$ cat src/rtl/rmeu_ram.sv
`default_nettype none
module rmeu_ram #(
  parameter int Width = 32,
  parameter int Depth = 16
) (
  input  wire logic                     clk,
  input  wire logic                     we,
  input  wire logic [$clog2(Depth)-1:0] waddr,
  input  wire logic [Width-1:0]         wdata,
  input  wire logic [$clog2(Depth)-1:0] raddr,
  output logic      [Width-1:0]         rdata
);

  logic [Width-1:0] mem [Depth];

  always_ff @(posedge clk) begin
    if (we) begin
      mem[waddr] <= wdata;
    end
    rdata <= mem[raddr];
  end

endmodule
`default_nettype wire

$ cat config.mk
export PLATFORM = sky130hd
export DESIGN_NAME = rmeu_ram
export DESIGN_NICKNAME = d
export VERILOG_FILES = /design/src/rtl/rmeu_ram.sv
export SDC_FILE = /design/constraint.sdc
export NUM_CORES = 1
export LEC_CHECK = 0
export BUFFER_PORTS_ARGS = -buffer_cell sky130_fd_sc_hd__buf_2
export CAP_MARGIN = 15
export CORE_MARGIN = 2
export CORE_UTILIZATION = 45
export CTS_BUF_LIST = sky130_fd_sc_hd__clkbuf_16
export CTS_CLUSTER_SIZE = 28
export DETAILED_ROUTE_END_ITERATION = 8
export SLEW_MARGIN = 5
export SYNTH_ARGS = -nofsm -noshare
export SYNTH_HDL_FRONTEND = slang
export SYNTH_SLANG_ARGS = --single-unit
$ cat constraint.sdc
create_clock -name clk -period 4 [get_ports clk]
set_clock_uncertainty 0.05 [all_clocks]
set_input_delay 0 -clock clk [delete_from_list [all_inputs] [get_ports clk]]
set_output_delay 0 -clock clk [all_outputs]
set_load 0.05 [all_outputs]
==> impl_metrics.csv <==
group,metric,value,unit
timing,fin_ws,1.96,ns
power,seqPwrFrac,54.7,%
clocking,cts_buffers,54,
routing,routedWlPerCell,25.1,um
timing,max_freq,490,MHz
clocking,cts_resized,0,
placed_design,portBuffers,73,
global_routing,grt_max_degree,73,
critical_path,start_kind,"input port",
global_routing,grt_use_total,18.1,%
timing,tightest_slew,1.20,ns
finish,drive_gt1_share,30.2,%
routing,drt_iter0_markers,764,
yosys,synthDistinctLibCells,18,
power,total_leakage_power,7.49,nW
status,status,"finished clean",
finish,syn2layout_area_growth,16.1,%
floorplan,start_util,45.9,%
routing,vias,9037,
yosys,yosysSeqAreaShare,80.7,%
clocking,cts_tree,"done",
timing,rsz0062_at_grt,"false",
clocking,insertion_delay,0.60,ns
placed_design,place_congestion,0.700,
flow_run,drv_cap,0,
global_routing,antenna_found_initial,0,
clocking,clock-sinks,544,
power,comb_power_share,6.0,%
timing,slew_headroom,19.7,%
yosys,yosysTopAreaCell,"edfxtp_1",
critical_path,crit_type,"input port to flop",
routing,first_pass_iters,5,
clocking,clockBufferDepth,3,
power,switchingPower,0.00253,W
placed_design,place_ws,1.80,ns
placed_design,hpwlAfterDp,22200,um
timing,final_hold_viol_count,0,
power,swShare,21.6,%
yosys,ys_top_cells_by_area,"edfxtp_1 (77%), mux4_2 (15%), dfxtp_1 (3.2%), a22oi_1 (2.4%), nand2_1 (0.62%)",
global_routing,grt-ovfl-total,0,
floorplan,dieArea,45800,um^2
critical_path,end_kind,"flop",
yosys,synth_top_cell_area_share,77.4,%
placed_design,place_area,21100,um^2
power,vdd.ir_drop.worst,0.396,mV
clocking,cts_setup_buffers,0,
clocking,htree_levels,2,
global_routing,grt_pass1_wl,61700,um
power,pwr-share-clk,39.3,%
routing,antenna_left,0,
yosys,yosys_warnings,0,
routing,drcViolationCount,0,
floorplan,num_rows,76,
placed_design,dp.cells,1476,
floorplan,die_w,214,um
power,power_density,508,nW/um^2
finish,num-nets-final,1025,
clocking,clkTransAtPathRegs,0.06,ns
floorplan,fp.dieH,214,um
critical_path,worstPathArrival,2.24,ns
yosys,syn-cell-area,19900,um^2
critical_path,path_max_fanout,18,
routing,viasPerCell,5.60,
critical_path,required,4.20,ns
global_routing,grt_pass1_vias,9583,
finish,fin_cells,1613,
yosys,synth.avg_cell_area,23.7,um^2
timing,slew_viol_final,0,
finish,utilization,53.3,%
yosys,syn_inst,838,
worst_hold_path,hold_path_class,"input port to flop",
routing,drt-total-wl,40500,um
finish,final_cell_mix,"edfxtp_1 (512), mux4_2 (128), buf_2 (71), a22oi_1 (64), clkbuf_16 (54)",
timing,post-route-min-period,2.04,ns
finish,final_common_cell,"edfxtp_1",
timing,finalCritPeriodShare,51.0,%
timing,finalSetupTns,0,ns
power,p_int,0.00919,W
timing,setup_viol,0,
floorplan,core-area,43300,um^2
clocking,cts-root-buf,"clkbuf_16",
yosys,ys_ff_latch,544,
floorplan,ioPinCount,74,
yosys,syn_nets,880,
finish,diodes,0,
finish,finalInstanceArea,23100,um^2
[metal layers]
| layer | track usage [%] | share of wire, % | vias to the layer above |
|---|---|---|---|
| met2 | 28.9 | 48 | 282 |
| met3 | 2.85 | 5.4 | 57 |
| met1 | 26.0 | 44 | 4827 |
| met4 | 5.55 | 1.9 | 0 |
| met5 | 0 | 0 | - |
| li1 | - | - | 3871 |
[repair_timing]
item,in CTS,in global routing
hold buffers,34,0
endpoints found under the hold margin,514,0
endpoints found under the setup margin,0,0
[per-stage QoR]
stage | hold slack (ns) | total power, W
after floorplan | 0.0489 | 0.00696
after global placement | 0.333 | 0.00721
after detailed placement | 0.340 | 0.00722
final | 0.0396 | 0.0117
after CTS | 0.0228 | 0.0118
after global routing | 0.0634 | 0.0121
[registers in the layout, indices dropped and copies added, names as in the netlist]
name	cells
rdata	32
mem	512
[power by group through the flow]
stage	clock [W]	combinational [W]	sequential (W)
after floorplan	0	0.000306	0.00666
after global placement	0	0.000679	0.00653
after detailed placement	0	0.000685	0.00653
after CTS	0.00472	0.000713	0.00641
after global routing	0.00491	0.000752	0.00642
final	0.00461	0.000699	0.00641
[path summary, 6_finish.rpt]
path	to	slack, ns	depth (start not counted)	startpoint
setup / recovery	mem[9][0]	1.96	5	waddr[1]
hold / removal	mem[2][18]	0.04	3	waddr[2]
setup reg to reg	rdata[7]	2.51	3	mem[11][7]
hold reg to reg	rdata[8]	0.61	3	mem[14][8]
[final cells by class]
cell class | instances | area [um^2]
clock inverter | 47 | 264
sequential | 544 | 16000
fill | 3295 | 20200
timing repair buffer | 132 | 946
tap | 585 | 732
clock buffer | 54 | 1350
multi-input combinational | 251 | 3750
[synthesized netlist by cell type, drive strengths merged]
| library cell | instances |
|---|---|
| a22oi | 64 |
| and2 | 1 |
| buf | 26 |
| clkbuf | 17 |
| dfxtp | 32 |
| edfxtp | 512 |
| mux4 | 128 |
| nand2 | 33 |
| nand2b | 2 |
| nand3 | 1 |
| nand3b | 2 |
| nor2 | 13 |
| nor2b | 2 |
| nor3 | 4 |
| or3b | 1 |
[cells by family (layout without fill, tap and decap cells)]
family / Yosys count / count (layout) / synth area share (%)
buffers and inverters: 43 / 233 / 1.12
AOI/OAI and AO/OA: 64 / 64 / 2.42
and+or+nand+nor: 59 / 59 / 1.27
muxes: 128 / 128 / 14.5
DFF: 544 / 544 / 80.7
[worst max-delay path, stage by stage]
cell and delay (ns):
dlygate4sd3_1 0.57, buf_2 0.20, nand2b_1 0.34, nor2_4 0.63, buf_4 0.47
No activity file was read; power rests on OpenSTA's default activity.
